===== src/design/mev_in_if.sv =====
// Input channel of the minimum-eigenvalue block: valid, ready and one matrix item.
// Depends on nothing.
`default_nettype none

interface mev_in_if #(
  parameter int DATA_WIDTH = 24
) ();

  logic                         valid;
  logic                         ready;
  logic signed [DATA_WIDTH-1:0] m00;
  logic signed [DATA_WIDTH-1:0] m01;
  logic signed [DATA_WIDTH-1:0] m10;
  logic signed [DATA_WIDTH-1:0] m11;

  modport source (output valid, output m00, output m01, output m10, output m11, input ready);
  modport sink (input valid, input m00, input m01, input m10, input m11, output ready);

endinterface

`default_nettype wire


===== src/design/mev_front.sv =====
// Front end: trace, difference, the two products and the discriminant in three stages.
// Depends on mev_in_if.
`default_nettype none

module mev_front #(
  parameter int DATA_WIDTH = 24
) (
  input  wire logic                       clk_i,
  input  wire logic                       rst_ni,
  mev_in_if.sink                          in_i,
  input  wire logic                       en_i,
  output logic                            valid_o,
  output logic signed [DATA_WIDTH:0]      t_o,
  output logic [2*DATA_WIDTH+1:0]         rem_o,
  output logic                            pos_o
);

  localparam int W = DATA_WIDTH;

  logic                   v0_q, v1_q, v2_q;
  logic signed [W:0]      t0_q, t1_q, t2_q;
  logic signed [W:0]      diff_q, diff_d;
  logic signed [2*W-1:0]  bc0_q, bc1_q;
  logic signed [2*W+1:0]  sq_q;
  logic [2*W+2:0]         disc_d;
  logic                   pos_d;
  logic [2*W+1:0]         rem_q, rem_d;
  logic                   pos_q;

  assign in_i.ready = en_i;

  always_comb begin
    diff_d = $signed({in_i.m00[W-1], in_i.m00}) - $signed({in_i.m11[W-1], in_i.m11});
    disc_d = {sq_q[2*W+1], sq_q} + {bc1_q[2*W-1], bc1_q, 2'b00};
    pos_d  = !disc_d[2*W+2] && (|disc_d);
    rem_d  = pos_d ? {1'b0, disc_d[2*W:0]} : '0;
  end

  always_ff @(posedge clk_i or negedge rst_ni) begin
    if (!rst_ni) begin
      v0_q <= 1'b0;
      v1_q <= 1'b0;
      v2_q <= 1'b0;
    end else if (en_i) begin
      v0_q <= in_i.valid;
      v1_q <= v0_q;
      v2_q <= v1_q;
    end
  end

  always_ff @(posedge clk_i) begin
    if (en_i) begin
      t0_q   <= $signed({in_i.m00[W-1], in_i.m00}) + $signed({in_i.m11[W-1], in_i.m11});
      diff_q <= diff_d;
      bc0_q  <= in_i.m01 * in_i.m10;
      t1_q   <= t0_q;
      sq_q   <= diff_q * diff_q;
      bc1_q  <= bc0_q;
      t2_q   <= t1_q;
      rem_q  <= rem_d;
      pos_q  <= pos_d;
    end
  end

  assign valid_o = v2_q;
  assign t_o     = t2_q;
  assign rem_o   = rem_q;
  assign pos_o   = pos_q;

endmodule

`default_nettype wire


===== src/flat_wrapper.sv =====
// flat-port wrapper written by rule: the top's interface ports become plain ports
module mev_front_flat 
#(
  parameter int DATA_WIDTH = 24
)
  (clk_i, rst_ni, en_i, valid_o, t_o, rem_o, pos_o, in_i_valid, in_i_m00, in_i_m01, in_i_m10, in_i_m11, in_i_ready);
  mev_in_if #(.DATA_WIDTH(DATA_WIDTH)) in_i_i ();
  input  wire logic clk_i;
  input  wire logic rst_ni;
  input  wire logic en_i;
  output logic valid_o;
  output logic signed [DATA_WIDTH:0] t_o;
  output logic [2*DATA_WIDTH+1:0] rem_o;
  output logic pos_o;
  input wire logic [$bits(in_i_i.valid)-1:0] in_i_valid;
  input wire logic [$bits(in_i_i.m00)-1:0] in_i_m00;
  input wire logic [$bits(in_i_i.m01)-1:0] in_i_m01;
  input wire logic [$bits(in_i_i.m10)-1:0] in_i_m10;
  input wire logic [$bits(in_i_i.m11)-1:0] in_i_m11;
  output wire logic [$bits(in_i_i.ready)-1:0] in_i_ready;
  assign in_i_i.valid = in_i_valid;
  assign in_i_i.m00 = in_i_m00;
  assign in_i_i.m01 = in_i_m01;
  assign in_i_i.m10 = in_i_m10;
  assign in_i_i.m11 = in_i_m11;
  assign in_i_ready = in_i_i.ready;
  mev_front #(.DATA_WIDTH(DATA_WIDTH)) u_core (.clk_i(clk_i), .rst_ni(rst_ni), .in_i(in_i_i), .en_i(en_i), .valid_o(valid_o), .t_o(t_o), .rem_o(rem_o), .pos_o(pos_o));
endmodule

===== config.mk =====
export PLATFORM = sky130hd
export DESIGN_NAME = mev_front_flat
export DESIGN_NICKNAME = d
export VERILOG_FILES = /design/src/design/mev_in_if.sv /design/src/design/mev_front.sv /design/src/flat_wrapper.sv
export SDC_FILE = /design/constraint.sdc
export NUM_CORES = 2
export LEC_CHECK = 0
export ABC_AREA = 1
export CAP_MARGIN = 20
export CORE_AREA = 3 3 546 277
export DETAILED_ROUTE_END_ITERATION = 6
export DIE_AREA = 0 0 549 280
export DONT_BUFFER_PORTS = 1
export PLACE_DENSITY = 0.62
export SYNTH_ARGS = -nofsm -noshare
export SYNTH_HDL_FRONTEND = slang
export SYNTH_SLANG_ARGS = --single-unit

===== constraint.sdc =====
create_clock -name clk_i -period 6.68 [get_ports clk_i]
set_input_delay 1.336 -clock clk_i [delete_from_list [all_inputs] [get_ports clk_i]]
set_output_delay 1.336 -clock clk_i [all_outputs]
set_load 0.03 [all_outputs]

==> metrics <==
PortBufs=0; Met2 Routed Length=71.2 mm; Top FF cell, synth=edfxtp_1; Iteration-0 DRC Markers=2,749; NumNets Final=8,946; DR top layer=met4; # clock sinks=295; Tmin final=6610 ps; # Max-Cap Violations=0; final period utilization=98.9%; vias per inst=4.67; Clock Tree Buf Depth=3; commonest non-fill, non-tap cells in the layout=inv_1, nand2_1, fa_1, buf_4, ha_1; CTS root buf=clkbuf_16; relative slew slack=4.83%; DIE AREA=154,000 um^2; Via Count=43,100; GR Overflow Total=0; multiplexer share of the synthesized area=0.0192%; clk_skew=13.5 ps; vias in the first global route=45,900; Non-Filler Instances=9,239; Avg Cell Area, Syn=8.59 um^2; GRT Overall Usage=19.9%; Crit path largest cell delay=580 ps; largest family of logic cells by synthesized area=adder cells; status=complete, no violations; worst min-delay path category=flip-flop to flip-flop; drt total wl=149 mm; Post-synth ARST share=1.02%; Critical Path AT=6930 ps; post-synthesis sequential area ratio=15.1%; FF+latch count, synth=295; TritonCTS clock tree=built; worst endpoint required time=7000 ps; worst slew pin tran=1430 ps; most common cell after layout, fill and taps aside=inv_1; startpoint types=flip-flop; critical path type=flip-flop to flip-flop; Critical Path, Cell by Cell=buf_12, buf_8, buf_6, nand2_2, inv_2, buf_6, fa_1, inv_2, fa_1, inv_2, fa_1, inv_2, fa_1, fa_1, fa_1, inv_2, fa_1, ha_4, nand2_4, or4_4, nor2_4, nor3_2, a21boi_4, xor2_1; crit path capture type=flip-flop; drt first pass iters=7; Post-Syn Instances=6,824; Post-Synth Simple-Gate Area=14.0%; clock-pin slew on the worst setup and hold paths=60 ps; Syn. warnings=0; DR WL met3=8.90 mm; Initial Util=40.1%; Compound-Gate Fraction of Synth Area=3.71%; Post-route DRC=0; Crit path top cell by count=fa_1; first-pass GRT wire length=244 mm; Worst Path Max Fanout=7; Area Overhead vs Synth=16.1%; Row Count=99; setup slack at placement=-443 ps; Post-synth EDFFs=292; setup violators final=0; antenna violations before repair=0; DP Cell Count=9,133; CTS Buf Count=35; layout cells sized above 1=13.8%; fmax=151 MHz; Synth Area in Adders=49.7%; final RePlAce weighted congestion=0.937; post-synthesis xor/xnor area fraction=2.70%; Synth Cell Area=58,600 um^2; Slew Viols, Final=0; r2r setup slk=70 ps; pin count of the biggest net entering global routing=299; Critical-path top delay cell=or4_4; clk_lat worst skew=570 ps; distinct cell type count of the synthesized netlist=46; Die X=549 um; antenna cell count=0; core area=146,000 um^2; number of routed nets with antenna violations=0; Final Hold Fails=0; Die H=280 um; # IOs=178; per-cell routed wire length=16.2 um; WL met1=67.3 mm; H-tree depth=2; HPWL after DPL=125 mm; Final WS setup=71.7 ps; RSZ-0062 raised after global routing=yes
==> per-layer routing <==
| layer | vias up | global-route usage [%] |
|---|---|---|
| li1 | 20500 | - |
| met1 | 21500 | 28.2 |
| met2 | 1047 | 33.8 |
| met3 | 127 | 2.30 |
| met4 | 0 | 2.77 |
| met5 | - | 0 |
==> final timing paths <==
kind / start / end / depth (start not counted)
setup / recovery: u_core.diff_q[24] / u_core.sq_q[49] / 24
min in group asynchronous: rst_ni / u_core.v0_q / 0
hold / removal: u_core.bc0_q[33] / u_core.bc1_q[33] / 0
hold reg to reg: u_core.bc0_q[33] / u_core.bc1_q[33] / 0
setup reg to reg: u_core.diff_q[24] / u_core.sq_q[49] / 24
max in group asynchronous: rst_ni / u_core.valid_o / 0
==> flip-flops by register name (all words and copies together), names as in the netlist <==
register        flops
u_core.bc0_q       48
u_core.bc1_q       48
u_core.rem_o       48
u_core.sq_q        48
u_core.diff_q      25
u_core.t1_q        25
u_core.t_o         25
u_core.t0_q        24
u_core.pos_o        1
u_core.v0_q         1
u_core.v1_q         1
u_core.valid_o      1
==> metrics by stage <==
stage               cell area [um^2]  TNS [ps]  utilization [%]  hold slack [ps]
floorplan                      59300     -1530                -              400
global placement               65000     -8590             44.5              402
detailed placement             65000     -9770             44.5              405
CTS                            66400         0             45.4              416
global route                   68000      -838             46.6              424
finish                         68000         0             46.6              414
==> critical path: cells and delay by family (launching register included) <==
kind | cells | cell delay, ps
xor+xnor | 1 | 150
simple gates | 5 | 880
compound gates | 1 | 160
buf+inv | 9 | 750
flops | 1 | 410
fa+ha+maj | 8 | 4020
==> what timing repair did <==
item | 4_1_cts | 5_1_grt
pin swaps | 9 | 143
gates cloned | 0 | 4
resized for setup | 46 | 330
buffers inserted | 0 | 42
setup endpoints to repair | 15 | 35
hold buffers | 0 | 0
==> cells in the mapped netlist (all sizes together) (5+ instances only) <==
master,n,area share (%)
inv,2097,13
nand2,1565,10
fa,1217,42
ha,383,8.2
edfxtp,292,15
nor2,289,1.9
a21oi,203,1.7
clkbuf,188,1.2
xor2,124,1.9
nand3,104,0.91
o21ai,84,0.72
xnor2,57,0.85
nand4,38,0.41
nor3,30,0.26
o21bai,20,0.26
a31oi,19,0.20
nand3b,16,0.20
a21o,15,0.19
o21a,14,0.18
or2,11,0.12
a21boi,8,0.10
nor4,8,0.085
buf,7,0.12
o211ai,6,0.077
o31ai,5,0.064
==> final cells by class <==
cell class              instances  area (um^2)
fillers                     14000        78000
multi-input cells            4238        42900
flip-flops and latches        295         8840
inverters                    2097         7890
repair buffers                579         4870
well taps                    1969         2460
clock buffers                  38          887
clock inverters                23          241
==> cells by family after synthesis <==
logic type / count (synthesis)
buffers and inverters: 2292
and+or+nand+nor: 2067
adders and majority gates: 1600
AOI/OAI and AO/OA: 387
DFF: 295
xor gates and xnor gates: 181
other: 1
muxes: 1
Power is left out: the tool's default activity adds up to more than one toggle a clock period on the data nets, which glitch-free logic cannot reach.
