--- config.mk ---
export PLATFORM = sky130hd
export DESIGN_NAME = mev_back_flat
export DESIGN_NICKNAME = d
export VERILOG_FILES = /design/src/design/mev_pkg.sv /design/src/design/mev_out_if.sv /design/src/design/mev_back.sv /design/src/flat_wrapper.sv
export SDC_FILE = /design/constraint.sdc
export NUM_CORES = 1
export LEC_CHECK = 0
export BUFFER_PORTS_ARGS = -buffer_cell sky130_fd_sc_hd__buf_4
export CORE_MARGIN = 4
export CORE_UTILIZATION = 55
export DETAILED_ROUTE_END_ITERATION = 12
export GPL_ROUTABILITY_DRIVEN = 0
export PLACE_DENSITY = 0.86
export SLEW_MARGIN = 15
export SYNTH_ARGS = -nofsm -noshare
export SYNTH_HDL_FRONTEND = slang
export SYNTH_SLANG_ARGS = --single-unit
export TNS_END_PERCENT = 1
--- constraint.sdc ---
create_clock -name clk_i -period 6.4 [get_ports clk_i]
set_clock_uncertainty 0.15 [all_clocks]
set_input_delay 1.6 -clock clk_i [delete_from_list [all_inputs] [get_ports clk_i]]
set_output_delay 1.6 -clock clk_i [all_outputs]
set_load 0.03 [all_outputs]
--- src/design/mev_pkg.sv ---
// Package for the 2x2 minimum-eigenvalue block.
// Holds the result field width and its saturation limit; no dependencies.
`default_nettype none

package mev_pkg;

  localparam int OUT_WIDTH = 23;
  localparam logic [OUT_WIDTH-1:0] OUT_MAX = {OUT_WIDTH{1'b1}};

endpackage

`default_nettype wire

--- src/design/mev_out_if.sv ---
// Output channel of the minimum-eigenvalue block: valid, ready and one result item.
// Depends on mev_pkg for the result width.
`default_nettype none

interface mev_out_if ();

  logic                            valid;
  logic                            ready;
  logic [mev_pkg::OUT_WIDTH-1:0]   min_root;
  logic                            roots_positive;

  modport source (output valid, output min_root, output roots_positive, input ready);
  modport sink (input valid, input min_root, input roots_positive, output ready);

endinterface

`default_nettype wire

--- src/design/mev_back.sv ---
// Back end: forms the halved smaller root with saturation and holds it in an
// output register with a skid entry. Depends on mev_pkg and mev_out_if.
`default_nettype none

module mev_back #(
  parameter int DATA_WIDTH = 24
) (
  input  wire logic                       clk_i,
  input  wire logic                       rst_ni,
  input  wire logic                       valid_i,
  input  wire logic signed [DATA_WIDTH:0] t_i,
  input  wire logic                       pos_i,
  input  wire logic [DATA_WIDTH:0]        root_i,
  output logic                            en_o,
  mev_out_if.source                       out_o
);

  import mev_pkg::*;

  localparam int W  = DATA_WIDTH;
  localparam int EW = (W + 1 > OUT_WIDTH) ? W + 1 : OUT_WIDTH;

  logic [W+2:0]           l2;
  logic [W:0]             half;
  logic [EW-1:0]          half_ext;
  logic                   take;
  logic [OUT_WIDTH-1:0]   root_val;

  logic                   out_valid_q, out_valid_d;
  logic [OUT_WIDTH-1:0]   out_root_q, out_root_d;
  logic                   out_pos_q, out_pos_d;
  logic                   skid_valid_q, skid_valid_d;
  logic [OUT_WIDTH-1:0]   skid_root_q;
  logic                   skid_pos_q;
  logic                   push, load_out;

  always_comb begin
    l2       = {t_i[W], t_i[W], t_i} - {2'b00, root_i};
    half     = l2[W+1:1];
    half_ext = EW'(half);
    take     = pos_i && !l2[W+2] && (|half);
    if (!take) begin
      root_val = '0;
    end else if (half_ext > EW'(OUT_MAX)) begin
      root_val = OUT_MAX;
    end else begin
      root_val = half_ext[OUT_WIDTH-1:0];
    end
  end

  assign en_o     = !skid_valid_q;
  assign push     = valid_i && en_o;
  assign load_out = !out_valid_q || out_o.ready;

  always_comb begin
    out_valid_d  = out_valid_q;
    out_root_d   = out_root_q;
    out_pos_d    = out_pos_q;
    skid_valid_d = skid_valid_q;
    if (load_out) begin
      out_valid_d  = skid_valid_q || push;
      out_root_d   = skid_valid_q ? skid_root_q : root_val;
      out_pos_d    = skid_valid_q ? skid_pos_q : take;
      skid_valid_d = 1'b0;
    end else if (push) begin
      skid_valid_d = 1'b1;
    end
  end

  always_ff @(posedge clk_i or negedge rst_ni) begin
    if (!rst_ni) begin
      out_valid_q  <= 1'b0;
      skid_valid_q <= 1'b0;
    end else begin
      out_valid_q  <= out_valid_d;
      skid_valid_q <= skid_valid_d;
    end
  end

  always_ff @(posedge clk_i) begin
    out_root_q <= out_root_d;
    out_pos_q  <= out_pos_d;
    if (!load_out && push) begin
      skid_root_q <= root_val;
      skid_pos_q  <= take;
    end
  end

  assign out_o.valid          = out_valid_q;
  assign out_o.min_root       = out_root_q;
  assign out_o.roots_positive = out_pos_q;

  a_zero_when_not_positive: assert property (@(posedge clk_i) disable iff (!rst_ni)
    out_valid_q && !out_pos_q |-> out_root_q == '0)
    else $error("result without flag carries a nonzero root");

  a_skid_behind_output: assert property (@(posedge clk_i) disable iff (!rst_ni)
    skid_valid_q |-> out_valid_q)
    else $error("skid entry holds an item while the output register is empty");

  a_stalled_push_to_skid: assert property (@(posedge clk_i) disable iff (!rst_ni)
    push && out_valid_q && !out_o.ready |=> skid_valid_q)
    else $error("item arriving at a stalled output was not kept");

endmodule

`default_nettype wire

--- src/flat_wrapper.sv ---
// flat-port wrapper written by rule: the top's interface ports become plain ports
module mev_back_flat import mev_pkg::*;
#(
  parameter int DATA_WIDTH = 24
)
  (clk_i, rst_ni, valid_i, t_i, pos_i, root_i, en_o, out_o_valid, out_o_min_root, out_o_roots_positive, out_o_ready);
  mev_out_if out_o_i ();
  input  wire logic clk_i;
  input  wire logic rst_ni;
  input  wire logic valid_i;
  input  wire logic signed [DATA_WIDTH:0] t_i;
  input  wire logic pos_i;
  input  wire logic [DATA_WIDTH:0] root_i;
  output logic en_o;
  output wire logic [$bits(out_o_i.valid)-1:0] out_o_valid;
  output wire logic [$bits(out_o_i.min_root)-1:0] out_o_min_root;
  output wire logic [$bits(out_o_i.roots_positive)-1:0] out_o_roots_positive;
  input wire logic [$bits(out_o_i.ready)-1:0] out_o_ready;
  assign out_o_valid = out_o_i.valid;
  assign out_o_min_root = out_o_i.min_root;
  assign out_o_roots_positive = out_o_i.roots_positive;
  assign out_o_i.ready = out_o_ready;
  mev_back #(.DATA_WIDTH(DATA_WIDTH)) u_core (.clk_i(clk_i), .rst_ni(rst_ni), .valid_i(valid_i), .t_i(t_i), .pos_i(pos_i), .root_i(root_i), .en_o(en_o), .out_o(out_o_i));
endmodule
==> flow_metrics.py, run 1 <==
metrics = {
    "sta": {
        "max_freq_mhz": 199,
        "finalHoldViolCount": 0,
        "rsz0062_at_grt": "false",
        "tns_ps": 0,
        "finalMaxSlewViolations": 0,
        "layout_min_cycle_time_ps": 5030,
        "tightest_slew_ps": 801,
        "min_period_over_period": 0.786,
        "slew-limit-headroom": 0.466,
        "setup_viol_count_final": 0,
    },
    "worst_setup_path": {
        "start_kind": "primary input",
        "cp-end-kind": "flip-flop",
        "worst-path-max-fanout": 18,
        "reg2reg_slack_ps": 4390,
        "arrival_ps": 4900,
        "cp.required_ps": 6270,
        "worstSetupPathType": "primary input to flip-flop",
    },
    "route": {
        "drt_iter0_drc": 169,
        "via_per_inst": 6.03,
        "drcViolationCount": 0,
        "ant_nets": 0,
        "wl_um": 8640,
        "vias": 3393,
        "firstDrtPassIters": 5,
        "wire_per_inst_um": 15.3,
    },
    "place": {
        "portBuffers": 80,
        "hpwl_um": 7020,
    },
    "power": {
        "p_int_uw": 593,
        "seq_power_share": 0.442,
        "peakVddDrop_mv": 0.0940,
        "combPwrFrac": 0.362,
        "power.density_nw_per_um2": 201,
        "power.switching_uw": 307,
        "sw_frac_of_total": 0.341,
        "p_clk_frac": 0.195,
        "power_leakage_uw": 0.00194,
    },
    "grt": {
        "grt_max_degree": 28,
        "grt_pass1_vias": 3285,
        "grt_pass1_wl_um": 14600,
        "overflow": 0,
        "track_usage": 0.213,
        "antenna_found_initial": 0,
    },
    "outcome": {
        "status": "complete, no violations",
    },
    "synthesis": {
        "yosysWarnings": 0,
        "synthFlopType": "edfxtp_1",
        "yosysUniqueCellTypes": 61,
        "avgSynthCellArea_um2": 9.18,
        "ys_seq_elements": 50,
        "synthesis.nets": 489,
        "async_reset_ff_frac": 0.0400,
        "synthesis.area_um2": 3750,
        "synth_cells": 408,
        "ys_seq_area_frac": 0.398,
        "synth_edf_count": 48,
    },
    "clocking": {
        "cts-root-buf": "clkbuf_8",
        "cts.clk_slew.worst_paths_ps": 90,
        "cts_tree": "done",
        "cts_sinks": 50,
        "cts_buffer_depth": 2,
        "clock_latency_ps": 300,
        "htree_levels": 2,
        "post_cts_resized": 0,
        "cts_setup_buffers": 0,
        "cts-buffers-inserted": 5,
        "cts_hold_buf": 0,
    },
    "final_layout": {
        "fin_util": 0.690,
        "drive_above_1_share": 0.228,
        "n_antenna_cell": 0,
        "syn2layout_area_growth_pct": 19.6,
        "nets": 566,
    },
    "floorplanning": {
        "dieArea_um2": 8200,
        "start_util": 0.577,
        "die_h_um": 90.5,
        "core_area_um2": 6490,
        "pin_count": 81,
        "num_rows": 29,
        "fp.dieW_um": 90.5,
    },
    "worst_hold_path": {
        "holdCritPathClass": "flip-flop to flip-flop",
    },
    "flow_run": {
        "max-cap-violations": 0,
    },
}
cell type report:
type | count | area, um^2
Multi-Input combinational cell | 313 | 2070
Fill cell | 516 | 2010
Sequential cell | 50 | 1490
Timing Repair Buffer | 81 | 608
Inverter | 34 | 128
Tap cell | 77 | 96.3
Clock buffer | 6 | 72.6
Clock inverter | 2 | 10.0
state kept, by name, indices dropped and copies added, names as in the netlist:
signal                       flops
u_core.out_o.min_root           23
u_core.skid_root_q              23
u_core.out_o.valid               1
u_core.skid_valid_q              1
u_core.out_o.roots_positive      1
u_core.skid_pos_q                1
cell usage after synthesis, types with 5 or more instances:
cell type	instances	share of area
a21o_1	9	0.018
a21oi_1	28	0.037
a31oi_1	6	0.010
and2_1	5	0.0084
buf_2	5	0.0067
edfxtp_1	48	0.38
ha_1	25	0.084
inv_1	32	0.032
mux2_2	6	0.018
nand2_1	42	0.042
nand4_1	6	0.010
nor2_1	45	0.045
nor2b_1	5	0.0084
o21a_1	9	0.018
o21ai_0	40	0.053
xnor2_1	13	0.030
worst max-delay path, cell delays in order:
cell and delay, ps:
buf_4 100, nand2b_1 170, fa_1 440, a211oi_2 260, o21ai_0 180, o211ai_1 160, a21boi_0 140, or4_1 460
a2111oi_2 380, nand4b_1 180, o31ai_4 670, o21ai_0 150
final timing paths:
kind | start | endpoint | cells past startpoint
max reg2reg | u_core.skid_valid_q | u_core.out_o.min_root[13] | 3
min | u_core.skid_root_q[20] | u_core.out_o.min_root[20] | 2
min in group asynchronous | rst_ni | u_core.skid_valid_q | 1
max | t_i[0] | u_core.out_o.roots_positive | 12
min reg2reg | u_core.skid_root_q[20] | u_core.out_o.min_root[20] | 2
max in group asynchronous | rst_ni | u_core.out_o.valid | 1
metal layers:
layer  wire, um  up-vias  GRT usage
met5          0        -          0
met2       4230      150      0.373
met1       3600     1569      0.258
met4        233        0     0.0816
li1           -     1652          -
met3        577       22     0.0375
per-stage QoR:
stage	instances	setup slack [ps]	instance area [um^2]	total power (uW)	hold slack, ps
CTS	563	1380	4480	900	386
detailed placement	555	1080	4390	728	367
global route	563	1020	4480	946	397
floorplan	408	1620	3750	628	348
global placement	555	1220	4390	717	354
finish	563	1370	4480	900	377
kinds of logic (layout without fill, tap and decap cells):
kind of cell | Yosys count | in the layout | share of synthesized area
adder cells (fa/ha/maj) | 26 | 26 | 0.0888
multiplexers | 7 | 7 | 0.0207
AND/OR/NAND/NOR | 133 | 133 | 0.172
buffers and inverters | 45 | 123 | 0.0508
AO/OA/AOI/OAI | 130 | 130 | 0.229
flip-flops | 50 | 50 | 0.398
XOR/XNOR | 17 | 17 | 0.0397
power groups by stage:
stage	Clock [uW]	Combinational, uW	Sequential, uW
detailed placement	0	322	406
floorplan	0	190	438
finish	176	326	398
global placement	0	313	404
global route	187	357	401
CTS	178	323	398
cell usage in the layout, fill, tap and decap left out, types with 4 or more instances in the layout:
cell type,netlist,final
inv_1,32,32
and2_1,5,5
nand2_1,42,42
a21oi_1,28,28
a211o_1,4,4
nor2b_1,5,5
a211oi_1,4,4
o21ai_0,40,40
ha_1,25,25
a31oi_1,6,6
o21a_1,9,9
xor2_1,4,4
nor2_1,45,44
clkbuf_8,0,5
a21o_1,9,9
buf_4,0,81
mux2_2,6,6
nand4_1,6,6
o21bai_1,4,4
and3_1,4,4
edfxtp_1,48,48
xnor2_1,13,13
No activity file was read; power rests on OpenSTA's default activity.
==> run 2: changes to the inputs <==
CORE_UTILIZATION = 50   (was 55)
PLACE_DENSITY = 0.82   (was 0.86)
clock period = 4.1 ns   (was 6.4 ns; I/O delays follow)
==> run 2 against run 1 <==
  * Critical path depth increased by 1
  * Final cell count increased by 13%
  * Worst hold slack got worse by 33 ps
  * Via count rose by 2.0%
  * Clock power increased by 55%
  * Register-to-register slack lost 2100 ps
  * Total power rose by 65%
  * Global-route usage is 1.4 points lower
  * Largest cell class unchanged
==> flow_metrics.py, run 2 (synthesized netlist as in run 1, its figures left out) <==
metrics = {
    "outcome": {
        "status": "complete, no violations",
    },
    "final_layout": {
        "fillers": 583,
        "layout_common_cells": "buf_4 (130), edfxtp_1 (48), nor2_1 (45)",
        "post-route-cell-area_um2": 4960,
        "layout_commonest_cell": "buf_4",
        "nets": 618,
        "fin_util": 0.684,
        "syn2layout_area_growth_pct": 32.4,
        "drive_above_1_share": 0.303,
        "n_antenna_cell": 0,
    },
    "floorplanning": {
        "fp.dieW_um": 94.6,
        "start_util": 0.516,
        "num_rows": 31,
        "dieArea_um2": 8940,
        "core_area_um2": 7250,
        "die_h_um": 94.6,
        "pin_count": 81,
    },
    "worst_setup_path": {
        "cp-end-kind": "flip-flop",
        "cp.required_ps": 3970,
        "critPathSlowestCell": "or4_4",
        "arrival_ps": 3850,
        "start_kind": "primary input",
        "worst-path-max-fanout": 9,
        "reg2reg_slack_ps": 2290,
        "worstSetupPathType": "primary input to flip-flop",
        "r2r_start": "u_core.skid_valid_q",
        "timing.rr.end": "u_core.out_o.min_root[13]",
        "worstRegToRegCells": 4,
        "path_cells": "buf_4 > nand2b_1 > fa_1 > a211oi_2 > o21ai_1 > o211ai_1 > a21boi_1 > or4_4 > a2111oi_4 > nand4b_1 > o31ai_4 > buf_12 > o21ai_0",
        "cpPeakStageDelay_ps": 450,
    },
    "grt": {
        "antenna_found_initial": 0,
        "grt_pass1_vias": 3336,
        "grt_max_degree": 28,
        "overflow": 0,
        "grt_pass1_wl_um": 14300,
        "track_usage": 0.199,
    },
    "route": {
        "drt_iter0_drc": 179,
        "wl_um": 8760,
        "via_per_inst": 5.43,
        "firstDrtPassIters": 5,
        "ant_nets": 0,
        "wire_per_inst_um": 13.7,
        "vias": 3461,
        "drcViolationCount": 0,
    },
    "clocking": {
        "cts_tree": "done",
        "cts_sinks": 50,
        "cts.clk_slew.worst_paths_ps": 80,
        "cts-root-buf": "clkbuf_8",
        "htree_levels": 2,
        "cts-buffers-inserted": 5,
        "cts_buffer_depth": 2,
        "clock_latency_ps": 300,
    },
    "sta": {
        "finalMaxSlewViolations": 0,
        "setup_viol_count_final": 0,
        "setup_ws_ps": 125,
        "max_freq_mhz": 252,
        "slew-limit-headroom": 0.545,
        "tns_ps": 0,
        "finalHoldViolCount": 0,
        "min_period_over_period": 0.970,
        "layout_min_cycle_time_ps": 3980,
        "tightest_slew_ps": 682,
    },
    "power": {
        "peakVddDrop_mv": 0.170,
        "power_leakage_uw": 0.00221,
        "power.density_nw_per_um2": 299,
        "total_power_uw": 1480,
    },
    "place": {
        "place_ws_ps": -268,
        "hpwl_um": 7300,
        "portBuffers": 80,
        "place_area_um2": 4830,
    },
    "worst_hold_path": {
        "holdCritPathClass": "primary input to asynchronous set/reset pin",
    },
    "flow_run": {
        "max-cap-violations": 0,
    },
}
[run 2: worst max-delay path: cells and delay by family]
family | cells | cell delay, ps
adders and majority gates | 1 | 400
AOI/OAI and AO/OA | 7 | 1340
buffers and inverters | 2 | 270
and+or+nand+nor | 3 | 790
[run 2: worst max-delay path by stage]
| stage | cells after the start | slack, ps | end | startpoint |
|---|---|---|---|---|
| 3_3_place_gp | 13 | -170 | u_core.out_o.roots_positive | t_i[0] |
| 3_5_place_dp | 13 | -270 | u_core.out_o.roots_positive | t_i[0] |
| 4_1_cts | 13 | 60 | u_core.out_o.roots_positive | t_i[0] |
| 6_report | 13 | 120 | u_core.out_o.roots_positive | t_i[0] |
| 2_1_floorplan | 12 | -60 | u_core.skid_root_q[20] | t_i[0] |
| 5_1_grt | 13 | -7 | u_core.out_o.roots_positive | t_i[0] |
[run 2: through the flow]
| step | cells | hold slack (ps) |
|---|---|---|
| after CTS | 636 | 333 |
| final | 637 | 345 |
| after global routing | 637 | 321 |
| after global placement | 628 | 358 |
| after floorplan | 408 | 348 |
| after detailed placement | 628 | 361 |
[run 2: power breakdown]
| group | switching, uW | internal, uW |
|---|---|---|
| clock | 152 | 120 |
| combinational | 325 | 267 |
| sequential | 13.7 | 606 |
[run 2: layer usage]
| layer | global-route usage | share of wire |
|---|---|---|
| met5 | 0 | 0 |
| met3 | 0.0279 | 0.057 |
| met2 | 0.351 | 0.48 |
| met1 | 0.237 | 0.43 |
| met4 | 0.0938 | 0.034 |
[run 2: what timing repair did]
action	4_1_cts	5_1_grt
resized for setup	0	5
endpoints found under the setup margin	0	17
hold buffers	0	0
setup buffers	0	0
[run 2: final cells by class]
cell class | count | area (um^2) | share of cell area
Multi-Input combinational cell | 313 | 2090 | 0.421
Sequential cell | 50 | 1490 | 0.301
Timing Repair Buffer | 133 | 1040 | 0.210
Inverter | 34 | 128 | 0.0257
Tap cell | 99 | 124 | 0.0250
Clock buffer | 5 | 68.8 | 0.0139
Clock inverter | 3 | 21.3 | 0.00429
