<file path="src/design/mev_sqrt_cell.sv">
// One cell of the square-root chain: decides one root bit and passes the item on.
// Depends on nothing; instantiated in a row by the top level.
`default_nettype none

module mev_sqrt_cell #(
  parameter int DATA_WIDTH = 24,
  parameter int BIT        = 0
) (
  input  wire logic                         clk_i,
  input  wire logic                         rst_ni,
  input  wire logic                         en_i,
  input  wire logic                         valid_i,
  input  wire logic signed [DATA_WIDTH:0]   t_i,
  input  wire logic                         pos_i,
  input  wire logic [2*DATA_WIDTH+1:0]      rem_i,
  input  wire logic [DATA_WIDTH:0]          root_i,
  output logic                              valid_o,
  output logic signed [DATA_WIDTH:0]        t_o,
  output logic                              pos_o,
  output logic [2*DATA_WIDTH+1:0]           rem_o,
  output logic [DATA_WIDTH:0]               root_o
);

  localparam int RW = DATA_WIDTH + 1;
  localparam int DW = 2 * DATA_WIDTH + 2;

  logic          valid_q;
  logic [RW-1:0] root_q, root_d;
  logic [DW-1:0] rem_q, rem_d;
  logic [DW-1:0] trial;
  logic          fits;
  logic signed [DATA_WIDTH:0] t_q;
  logic          pos_q;

  // Growing the root by this bit adds 2^(BIT+1)*root + 2^(2*BIT) to its square.
  always_comb begin
    trial  = ({{(DW-RW){1'b0}}, root_i} << (BIT + 1)) | (DW'(1) << (2 * BIT));
    fits   = rem_i >= trial;
    rem_d  = fits ? rem_i - trial : rem_i;
    root_d = fits ? (root_i | (RW'(1) << BIT)) : root_i;
  end

  always_ff @(posedge clk_i or negedge rst_ni) begin
    if (!rst_ni) begin
      valid_q <= 1'b0;
    end else if (en_i) begin
      valid_q <= valid_i;
    end
  end

  always_ff @(posedge clk_i) begin
    if (en_i) begin
      root_q <= root_d;
      rem_q  <= rem_d;
      t_q    <= t_i;
      pos_q  <= pos_i;
    end
  end

  assign valid_o = valid_q;
  assign t_o     = t_q;
  assign pos_o   = pos_q;
  assign rem_o   = rem_q;
  assign root_o  = root_q;

endmodule

`default_nettype wire

</file>
<file path="config.mk">
export PLATFORM = sky130hd
export DESIGN_NAME = mev_sqrt_cell
export DESIGN_NICKNAME = d
export VERILOG_FILES = /design/src/design/mev_sqrt_cell.sv
export SDC_FILE = /design/constraint.sdc
export NUM_CORES = 1
export LEC_CHECK = 0
export BUFFER_PORTS_ARGS = -buffer_cell sky130_fd_sc_hd__clkbuf_2
export CAP_MARGIN = 0
export CORE_MARGIN = 2
export CORE_UTILIZATION = 50
export CTS_CLUSTER_DIAMETER = 100
export DETAILED_ROUTE_END_ITERATION = 7
export PLACE_DENSITY = 0.81
export SYNTH_ARGS = -nofsm -noshare
export SYNTH_HDL_FRONTEND = slang
export SYNTH_SLANG_ARGS = --single-unit
export TNS_END_PERCENT = 10
</file>
<file path="constraint.sdc">
create_clock -name clk_i -period 1.3 [get_ports clk_i]
set_clock_uncertainty 0.2 [all_clocks]
set_input_delay 0.065 -clock clk_i [delete_from_list [all_inputs] [get_ports clk_i]]
set_output_delay 0.065 -clock clk_i [all_outputs]
set_load 0.03 [all_outputs]
</file>
==> results of run 1 <==
==> layout by cell type, fill, tap and decap left out, types with 4 or more instances in the layout <==
cell type,netlist,layout
nor2b_1,5,4
buf_4,0,171
edfxtp_1,101,101
a21oi_1,33,33
xor2_1,14,14
o21ai_0,39,18
o21ai_2,0,14
o21ai_1,0,6
buf_6,0,6
and3_1,5,5
xnor2_1,33,32
a21o_1,9,9
buf_12,0,8
or4_4,1,5
nor2_1,30,30
nand2_1,63,59
ha_1,26,25
inv_1,36,35
clkbuf_2,0,204
nor4_1,10,8
o211ai_1,4,4
nand3_2,0,5
nand4_1,11,11
nor3_1,14,12
dlygate4sd3_1,0,101
nand3_1,20,14
clkbuf_16,0,10
==> how the worst max path moves through the flow <==
stage | start | end | slack, ns | cells past startpoint
finish | root_i[12] | rem_o[45] | -1.95 | 14
global route | root_i[12] | rem_o[45] | -1.97 | 14
CTS | rem_i[44] | rem_o[40] | -1.56 | 9
detailed placement | rem_i[44] | rem_o[40] | -1.94 | 9
global placement | rem_i[44] | rem_o[40] | -1.89 | 9
floorplan | rem_i[44] | rem_o[40] | -1.72 | 8
==> final cells by class <==
type,instances,share of cell area [%]
Timing Repair Buffer,494,36.6
Sequential cell,102,31.0
Multi-Input combinational cell,373,26.5
Clock buffer,10,2.32
Tap cell,140,1.78
Inverter,36,1.37
Clock inverter,5,0.355
==> kinds of logic after synthesis <==
family | share of synthesized area (%)
xor+xnor | 7.29
fa+ha+maj | 6.11
simple gates | 16.3
compound gates | 12.2
mux | 0.399
flops | 54.1
buf+inv | 3.65
==> cells in the mapped netlist (all sizes together) (2+ instances only) <==
| master | count | area share [%] |
|---|---|---|
| edfxtp | 101 | 54 |
| nand2 | 63 | 4.2 |
| o21ai | 39 | 3.5 |
| inv | 36 | 2.4 |
| a21oi | 33 | 2.9 |
| xnor2 | 33 | 5.1 |
| nor2 | 30 | 2.0 |
| ha | 26 | 5.8 |
| nand3 | 20 | 1.8 |
| clkbuf | 19 | 1.3 |
| nor3 | 14 | 1.2 |
| xor2 | 14 | 2.2 |
| nand4 | 11 | 1.2 |
| nor4 | 11 | 1.3 |
| a21o | 9 | 1.2 |
| or4 | 7 | 1.0 |
| and3 | 5 | 0.55 |
| nor2b | 5 | 0.55 |
| a2111oi | 4 | 0.62 |
| o211ai | 4 | 0.53 |
| a211oi | 3 | 0.40 |
| a31oi | 3 | 0.33 |
| nand3b | 3 | 0.40 |
| o21a | 3 | 0.40 |
| o21bai | 3 | 0.40 |
| a21boi | 2 | 0.27 |
| and2 | 2 | 0.22 |
| and4 | 2 | 0.31 |
| mux2 | 2 | 0.40 |
| nor4b | 2 | 0.31 |
| o31ai | 2 | 0.27 |
| or2 | 2 | 0.22 |
| or3 | 2 | 0.22 |
==> power by group through the flow <==
stage	Clock, W	Combinational [W]	Sequential [W]
floorplan	0	0.000825	0.00488
global placement	0	0.00279	0.00418
detailed placement	0	0.00285	0.00419
CTS	0.00251	0.00313	0.00412
global route	0.00266	0.00369	0.00418
finish	0.00259	0.00357	0.00416
==> metal layers <==
| layer | vias up | share of wire, % | global-route usage [%] | wire (um) |
|---|---|---|---|---|
| met3 | 271 | 11 | 8.29 | 3070 |
| met1 | 3342 | 33 | 39.4 | 8840 |
| met2 | 747 | 48 | 68.8 | 12800 |
| met4 | 0 | 8.3 | 20.4 | 2240 |
| li1 | 2927 | - | - | - |
| met5 | - | 0 | 0 | 0 |
==> sequential cells by signal (all words and copies together), names as in the netlist <==
register  flops
root_o       25
rem_o        50
t_o          25
pos_o         1
valid_o       1
==> per-stage QoR <==
| step | TNS, ns | setup WS (ns) | power [W] |
|---|---|---|---|
| final | -86.40 | -1.95 | 0.0103 |
| after global routing | -87.05 | -1.97 | 0.0105 |
| after CTS | -75.04 | -1.56 | 0.00977 |
| after detailed placement | -93.00 | -1.94 | 0.00705 |
| after global placement | -88.50 | -1.89 | 0.00697 |
| after floorplan | -80.30 | -1.72 | 0.00570 |
==> timing repair <==
item	CTS	global route
resized for setup	16	65
setup endpoints to repair	51	60
hold buffers	102	0
pin swaps	1	14
gates cloned	0	2
hold endpoints to repair	108	0
buffers inserted	4	6
==> metrics.yaml, run 1 <==
status: "finished with violations"
violations: "DRC, setup timing"
pwr-share-clk_pct: 25.1
instances_no_fill: 1160
h-tree-depth: 3
clock-sinks: 102
setup_ws_ns: -1.95
worstPathRequired_ns: 1.21
cp-start-kind: "input pin"
root_buffer: "clkbuf_16"
fmax_mhz: 308
grt_antenna_before_repair: 0
final-seq-area_um2: 3060
cts_buffer_depth: 2
hold_path_depth: 3
final_nets: 1148
rr_worst_depth: 1
tightest_slew_ns: 0.583
port_buffers: 206
grt.overflow.total: 0
p_sw_w: 0.00357
hold_start: "rem_i[49]"
ys_types: 50
slew_viol_final: 0
postRouteAntennaNets: 0
swShare_pct: 34.6
critPathTopFamily: "simple AND/OR/NAND/NOR gates"
p_per_area_nw_per_um2: 1050
multi_input_area_um2: 2620
dp_cells: 1031
track_usage_pct: 37.4
power_leakage_nw: 4.45
routabilityCongestion: 0.978
drive_above_1_share_pct: 44.5
synth_edf_count: 101
coreArea_um2: 10900
avgSynthCellArea_um2: 10.7
timing_hold_violations_final: 0
grt_pass1_vias: 6845
finalSetupViolations: 52
crit_chain: "clkbuf_2 > inv_1 > ha_1 > nand4_1 > or2_2 > nor4_1 > and4_1 > nor3b_4 > buf_12 > buf_4 > buf_6 > nor4_2 > nand2_1 > xnor2_1"
clk_latency_ns: 0.35
comb_power_share_pct: 34.6
min_path_type: "in -> reg"
postSynthCellCount: 530
crit_arrival_ns: 3.16
ys_seq_area_share_pct: 54.1
die_area_um2: 12200
utilization_pct: 90.2
drt_iter0_drc: 1082
grt_pass1_wl_um: 34100
rsz0062_at_grt: "yes"
end_kind: "flop"
avgViaCountPerCell: 6.28
max_cap_violations: 0
cts_tree: "built"
critPathMaxStageDelay_ns: 0.46
crit_buf_inv: 5
syn_nets: 662
cp_slowest_cell: "or2_2"
diodes: 0
syn_area_um2: 5650
first_pass_iters: 8
period_share_pct: 250
area_growth_pct: 74.5
vias: 7287
synth-seq-cells: 102
post_dp_cell_area_um2: 8160
path_max_fanout: 7
final.min_clock_period_ns: 3.25
cell_internal_pwr_w: 0.00675
fin_hold_ws_ns: 0.00730
pin_count: 207
worstSetupPathType: "in -> reg"
ir_drop_v: 0.000667
grt_max_degree: 38
cts_buffers: 9
drt-total-wl_um: 27000
start_util_pct: 51.7
yosysWarnings: 0
drc: 88
r2r_start: "valid_o"
rows: 38
synth_ff_type: "edfxtp_1"
num-fill-cells: 434
die_x_um: 110
max_slew_margin_pct: 61.2
async_reset_ff_share_pct: 0.980
dpl.hpwl_um: 13400
die_height_um: 110
power_frac_seq_pct: 40.3
post_drt_wl_per_cell_um: 23.3
clk_pin_slew_ns: 0.07
min_to: "rem_o[49]"
reg2reg_slack_ns: 0.33
rr_endpoint: "valid_o"
final_area_um2: 9860
Power figures use the tool's default switching activity.
==> run 2, diff against run 1 <==
--- a/config.mk
+++ b/config.mk
@@ -7,7 +7,7 @@
 export LEC_CHECK = 0
 export BUFFER_PORTS_ARGS = -buffer_cell sky130_fd_sc_hd__clkbuf_2
 export CAP_MARGIN = 0
-export CORE_MARGIN = 2
+export CORE_MARGIN = 4
 export CORE_UTILIZATION = 50
 export CTS_CLUSTER_DIAMETER = 100
 export DETAILED_ROUTE_END_ITERATION = 7
==> metrics.yaml, run 2 (synthesis results as in run 1) <==
diodes: 0  # unchanged
crit_arrival_ns: 2.77  # -0.39 ns
port_buffers: 206  # unchanged
cts_buffer_depth: 2  # unchanged
worstSetupPathType: "in -> reg"
fin_hold_ws_ns: 0.0478  # +0.0405 ns
h-tree-depth: 3  # unchanged
critPathMaxStageDelay_ns: 0.56  # +0.10 ns
crit_chain: "buf_6 > or4_4 > or4_4 > or4_4 > nand3_4 > nor3b_4 > or4b_4 > nor4_4 > xor2_1"
violations: "setup timing"
pre_cts_ws_ns: -1.96  # -0.0134 ns
final_nets: 1133  # -1.3%
drc: 0  # -100%
status: "finished with violations"
ir_drop_v: 0.000724  # +8.5%
grt_pass1_wl_um: 33500  # -1.7%
grt_antenna_before_repair: 0  # unchanged
routabilityCongestion: 0.938  # -4.1%
avgViaCountPerCell: 5.59  # -11%
root_buffer: "clkbuf_16"
clk_latency_ns: 0.34  # about the same
die_height_um: 114  # +3.6%
final.min_clock_period_ns: 2.88  # -0.369 ns
cp-start-kind: "input pin"
num-fill-cells: 520  # +20%
grt.overflow.total: 0  # unchanged
mostFrequentLayoutCell: "clkbuf_2"
drt_iter0_drc: 663  # -39%
slew_viol_final: 0  # unchanged
max_slew_margin_pct: 65.1  # +4.0 points
start_util_pct: 51.7  # unchanged
timing_hold_violations_final: 0  # unchanged
dpl.hpwl_um: 13700  # +2.4%
period_share_pct: 222  # -28 points
first_pass_iters: 6  # -2
die_x_um: 114  # +3.6%
min_path_type: "in -> reg"
vias: 6408  # -12%
die_area_um2: 13100  # +7.4%
worstPathRequired_ns: 1.19  # -0.02 ns
fmax_mhz: 347  # +13%
power_leakage_nw: 4.27  # -4.0%
drive_above_1_share_pct: 41.1  # -3.5 points
grt_pass1_vias: 6639  # -3.0%
coreArea_um2: 10900  # unchanged
post_drt_wl_per_cell_um: 18.9  # -19%
rsz0062_at_grt: "yes"
setup_ws_ns: -1.58  # +0.369 ns
clock-sinks: 102  # unchanged
max_cap_violations: 0  # unchanged
finalSetupViolations: 51  # -1.9%
cp_slowest_cell: "or4_4"
pin_count: 207  # unchanged
drt-total-wl_um: 21700  # -20%
postRouteAntennaNets: 0  # unchanged
crit_path_frequent_cell: "or4_4"
tightest_slew_ns: 0.518  # -0.0649 ns
clk_pin_slew_ns: 0.07  # about the same
largest_reg_flops: 50  # unchanged
end_kind: "flop"
cts_tree: "built"
p_total_w: 0.0101  # -2.5%
area_growth_pct: 68.8
rows: 38  # unchanged
grt_max_degree: 57  # +50%
p_per_area_nw_per_um2: 1050  # +0.77%
path_max_fanout: 8  # +1
track_usage_pct: 32.9  # -4.4 points
setup_tns_ns: -70.36  # +16.04 ns
final_cell_mix: "clkbuf_2 (204), buf_4 (165), dlygate4sd3_1 (105), edfxtp_1 (101), nand2_1 (63)"
cts_buffers: 9  # unchanged
run 2: critical path: cells and delay by family:
family | cells | cell delay [ns]
xor gates and xnor gates | 1 | 0.10
buffers and inverters | 1 | 0.10
and+or+nand+nor | 7 | 2.50
run 2: where the power goes:
| group | internal (W) | switching (W) |
|---|---|---|
| Combinational | 0.00136 | 0.00191 |
| Sequential | 0.00402 | 0.000111 |
| Clock | 0.00133 | 0.00132 |
run 2: timing repair:
| action | in CTS | in global routing |
|---|---|---|
| hold buffers | 105 | 0 |
| setup endpoints to repair | 51 | 51 |
| setup buffers | 2 | 1 |
| pin swaps | 0 | 2 |
| gates resized for setup | 8 | 14 |
| hold endpoints to repair | 121 | 0 |
run 2: worst paths after layout:
kind                       startpoint        end  slack (ns)  depth (start not counted)
max                         rem_i[42]  rem_o[40]       -1.58                          9
min                         rem_i[39]  rem_o[40]        0.05                          4
max reg2reg                   valid_o    valid_o        0.34                          1
min reg2reg                   valid_o    valid_o        0.34                          1
max in group asynchronous      rst_ni    valid_o        0.39                          3
min in group asynchronous      rst_ni    valid_o        0.39                          3
run 2: layout make-up:
| type | count | area [um^2] | area share (%) |
|---|---|---|---|
| Clock buffer | 9 | 225 | 2.36 |
| Clock inverter | 7 | 56.3 | 0.590 |
| Inverter | 36 | 135 | 1.42 |
| Multi-Input combinational cell | 373 | 2490 | 26.2 |
| Sequential cell | 102 | 3060 | 32.1 |
| Tap cell | 140 | 175 | 1.84 |
| Timing Repair Buffer | 479 | 3390 | 35.6 |
run 2: routing by layer:
metal | GRT usage [%] | share of wire, %
met5 | 0 | 0
met4 | 14.6 | 4.5
met3 | 5.39 | 7.7
met2 | 58.9 | 50
met1 | 38.8 | 37
run 2: stage by stage:
step	utilization (%)	instances	cell area (um^2)
6_report	87.2	1146	9540
4_1_cts	86.7	1145	9480
2_1_floorplan	-	530	5690
3_3_place_gp	74.0	1022	8090
5_1_grt	87.2	1146	9540
3_5_place_dp	74.0	1022	8090
==> run 3, diff against run 2 <==
--- a/config.mk
+++ b/config.mk
@@ -8,10 +8,11 @@
 export BUFFER_PORTS_ARGS = -buffer_cell sky130_fd_sc_hd__clkbuf_2
 export CAP_MARGIN = 0
 export CORE_MARGIN = 4
-export CORE_UTILIZATION = 50
+export CORE_UTILIZATION = 51
+export CTS_BUF_LIST = sky130_fd_sc_hd__clkbuf_4
 export CTS_CLUSTER_DIAMETER = 100
 export DETAILED_ROUTE_END_ITERATION = 7
-export PLACE_DENSITY = 0.81
+export PLACE_DENSITY = 0.82
 export SYNTH_ARGS = -nofsm -noshare
 export SYNTH_HDL_FRONTEND = slang
 export SYNTH_SLANG_ARGS = --single-unit
==> metrics.yaml, run 3 <==
status: "did not finish"
yosysWarnings: 0  # unchanged
avgSynthCellArea_um2: 10.7  # unchanged
haltStage: "global routing"
die_x_um: 113  # -0.91%
async_reset_ff_share_pct: 0.980  # unchanged
cts_buffers: 9  # unchanged
h-tree-depth: 3  # unchanged
die_height_um: 113  # -0.91%
synth_top_cell_area_share_pct: 53.7  # unchanged
dpl.hpwl_um: 14600  # +6.0%
synth_mux_area_share_pct: 0.399  # unchanged
syn_nets: 662  # unchanged
synth_top_family_by_area: "simple AND/OR/NAND/NOR gates"
clock-sinks: 102  # unchanged
routabilityCongestion: 0.927  # -1.1%
postSynthCellCount: 530  # unchanged
grt_max_degree: 43
synth_most_common_cell: "edfxtp_1"
pre_cts_ws_ns: -1.94  # +0.0202 ns
synth_ff_type: "edfxtp_1"
synth-compound-area-share_pct: 12.2  # unchanged
synth-seq-cells: 102  # unchanged
yosys.area_share.simple_pct: 16.3  # unchanged
worstEpCategory: "sequential cell input"
start_util_pct: 52.1  # +0.45 points
cts_buffer_depth: 2  # unchanged
synth_area_leaders: "edfxtp_1 (54%), ha_1 (5.8%), xnor2_1 (5.1%), nand2_1 (4.2%), o21ai_0 (3.5%)"
ys_types: 50  # unchanged
synth_xor_area_share_pct: 7.29  # unchanged
crit_endpoint: "rem_o[27]$_DFFE_PP_/D"
syn_area_um2: 5650  # unchanged
synthTopCellsByCount: "edfxtp_1 (101), nand2_1 (63), o21ai_0 (39), inv_1 (36)"
root_buffer: "clkbuf_4"
synth_edf_count: 101  # unchanged
ys_seq_area_share_pct: 54.1  # unchanged
pin_count: 207  # unchanged
synth_fa_ha_area_share_pct: 6.11  # unchanged
error: "[ERROR DPL-0038] Utilization greater than 100%, impossible to legalize"
post_dp_cell_area_um2: 8090  # unchanged
yosysTopAreaCell: "edfxtp_1"
port_buffers: 206  # unchanged
rows: 38  # unchanged
-- run 3: cell counts after synthesis --
Identical to the previous run, type by type.
-- run 3: repair_timing --
action	CTS
hold buffers	103
pin swaps	1
gates resized for setup	211
gates cloned	3
endpoints found under the hold margin	192
endpoints found under the setup margin	152
buffers inserted	8
-- run 3: per-stage QoR --
step | hold slack, ns | cells | utilization [%]
after CTS | -0.294 | 1151 | 94.8
after detailed placement | -0.360 | 1022 | 74.7
after global placement | -0.360 | 1022 | 74.7
after floorplan | -0.431 | 530 | -
-- run 3: kinds of logic after synthesis --
family                     count (synthesis)
xor gates and xnor gates                  47
adders and majority gates                 27
and+or+nand+nor                          183
DFF                                      102
muxes                                      2
AOI/OAI and AO/OA                        114
buffers and inverters                     55
==> run 4, diff against run 3 <==
--- a/config.mk
+++ b/config.mk
@@ -8,11 +8,9 @@
 export BUFFER_PORTS_ARGS = -buffer_cell sky130_fd_sc_hd__clkbuf_2
 export CAP_MARGIN = 0
 export CORE_MARGIN = 4
-export CORE_UTILIZATION = 51
-export CTS_BUF_LIST = sky130_fd_sc_hd__clkbuf_4
-export CTS_CLUSTER_DIAMETER = 100
+export CORE_UTILIZATION = 36
 export DETAILED_ROUTE_END_ITERATION = 7
-export PLACE_DENSITY = 0.82
+export PLACE_DENSITY_LB_ADDON = 0.15
 export SYNTH_ARGS = -nofsm -noshare
 export SYNTH_HDL_FRONTEND = slang
 export SYNTH_SLANG_ARGS = --single-unit
==> metrics.yaml, run 4 (synthesis results as in run 1) <==
postRouteAntennaNets: 0
cp-start-kind: "input pin"
period_share_pct: 217
clock-sinks: 102  # unchanged
h-tree-depth: 3  # unchanged
worstPathRequired_ns: 1.20
top_layer: "met4"
hold_path_depth: 4
final_cell_mix: "clkbuf_2 (205), buf_4 (179), dlygate4sd3_1 (104), edfxtp_1 (101), nand2_1 (63)"
finalSetupViolations: 51
rows: 45  # +18%
routabilityCongestion: 0.868  # -6.4%
dp_cells: 1111  # +8.7%
root_buffer: "clkbuf_16"
power_leakage_nw: 4.41
die_x_um: 133  # +18%
p_total_w: 0.0100
min_path_type: "in -> reg"
grt_antenna_before_repair: 0
max_slew_margin_pct: 70.4
reg2reg_slack_ns: 0.36
diodes: 0
timing_hold_violations_final: 0
path_max_fanout: 3
final_nets: 1152
rr_endpoint: "valid_o"
violations: "setup timing"
wl_met1_um: 8580
min_to: "rem_o[40]"
drt-total-wl_um: 19100
hold_start: "rem_i[39]"
r2r_start: "valid_o"
max_cap_violations: 0
grt_max_degree: 43
vias: 5924
cts_tree: "built"
coreArea_um2: 15300
tightest_slew_ns: 0.439
die_height_um: 133  # +18%
avgViaCountPerCell: 4.79
mostFrequentLayoutCell: "clkbuf_2"
cts_buffer_depth: 2  # unchanged
rr_worst_depth: 1
cts_buffers: 9  # unchanged
post_dp_cell_area_um2: 8320  # +2.8%
largest_reg_flops: 50
grt.overflow.total: 0
fmax_mhz: 355
wl_met3_um: 1080
final_area_um2: 9890
slew_viol_final: 0
pin_count: 207  # unchanged
crit_arrival_ns: 2.72
ir_drop_v: 0.000577
final.min_clock_period_ns: 2.82
grt_pass1_vias: 6283
drt_iter0_drc: 272
grt_pass1_wl_um: 31100
post_drt_wl_per_cell_um: 15.5
start_util_pct: 36.9  # -15 points
port_buffers: 206  # unchanged
met2_length_um: 9140
drive_above_1_share_pct: 42.7
first_pass_iters: 5
track_usage_pct: 21.6
drc: 0
setup_ws_ns: -1.52
die_area_um2: 17800
clk_pin_slew_ns: 0.07
clk_latency_ns: 0.35
pre_cts_ws_ns: -1.96  # -0.0262 ns
end_kind: "flop"
status: "finished with violations"
area_growth_pct: 75.0
dpl.hpwl_um: 14400  # -1.3%
instances_no_fill: 1236
worstSetupPathType: "in -> reg"
rsz0062_at_grt: "yes"
p_per_area_nw_per_um2: 1010
[run 4: area by class of cell]
class	count	area, um^2
Timing Repair Buffer	498	3580
Clock buffer	9	225
Clock inverter	7	72.6
Multi-Input combinational cell	373	2550
Fill cell	1312	5430
Tap cell	211	264
Inverter	36	135
Sequential cell	102	3060
[run 4: per-layer routing]
| metal | up-vias | track usage, % |
|---|---|---|
| li1 | 2934 | - |
| met1 | 2779 | 27.3 |
| met2 | 191 | 37.6 |
| met3 | 20 | 4.46 |
| met4 | 0 | 6.40 |
| met5 | - | 0 |
[run 4: through the flow]
step	setup TNS, ns	hold WS (ns)	util (%)
after global routing	-73.96	0.0211	64.6
after CTS	-68.91	-0.00356	64.3
after floorplan	-80.30	-0.431	-
after global placement	-88.16	-0.361	54.3
after detailed placement	-91.22	-0.359	54.3
final	-70.03	0.00957	64.6
[run 4: how the worst max path moves through the flow]
stage	from	to	slack [ns]	depth (start not counted)
2_1_floorplan	rem_i[44]	rem_o[40]	-1.72	8
5_1_grt	rem_i[39]	rem_o[2]	-1.55	10
4_1_cts	rem_i[39]	rem_o[40]	-1.49	9
3_3_place_gp	rem_i[44]	rem_o[38]	-1.96	10
6_report	rem_i[39]	rem_o[40]	-1.52	9
3_5_place_dp	root_i[0]	rem_o[38]	-1.96	13
[run 4: report_power, final]
part	switching [W]	internal, W
registers	0.0000959	0.00402
logic	0.00180	0.00139
clock network	0.00123	0.00150
[run 4: what timing repair did]
item,in CTS,in global routing
resized for setup,21,12
pin swaps,9,5
buffers inserted,5,0
hold buffers,104,0
cloned,2,0
setup endpoints to repair,51,51
hold endpoints to repair,102,0
[run 4: critical path, stage by stage]
cell      delay, ns
clkbuf_2       0.09
or4_4          0.53
or4_4          0.50
or4_4          0.56
nand3_4        0.12
nor3b_4        0.06
or4b_4         0.53
nor4_4         0.16
xor2_1         0.09
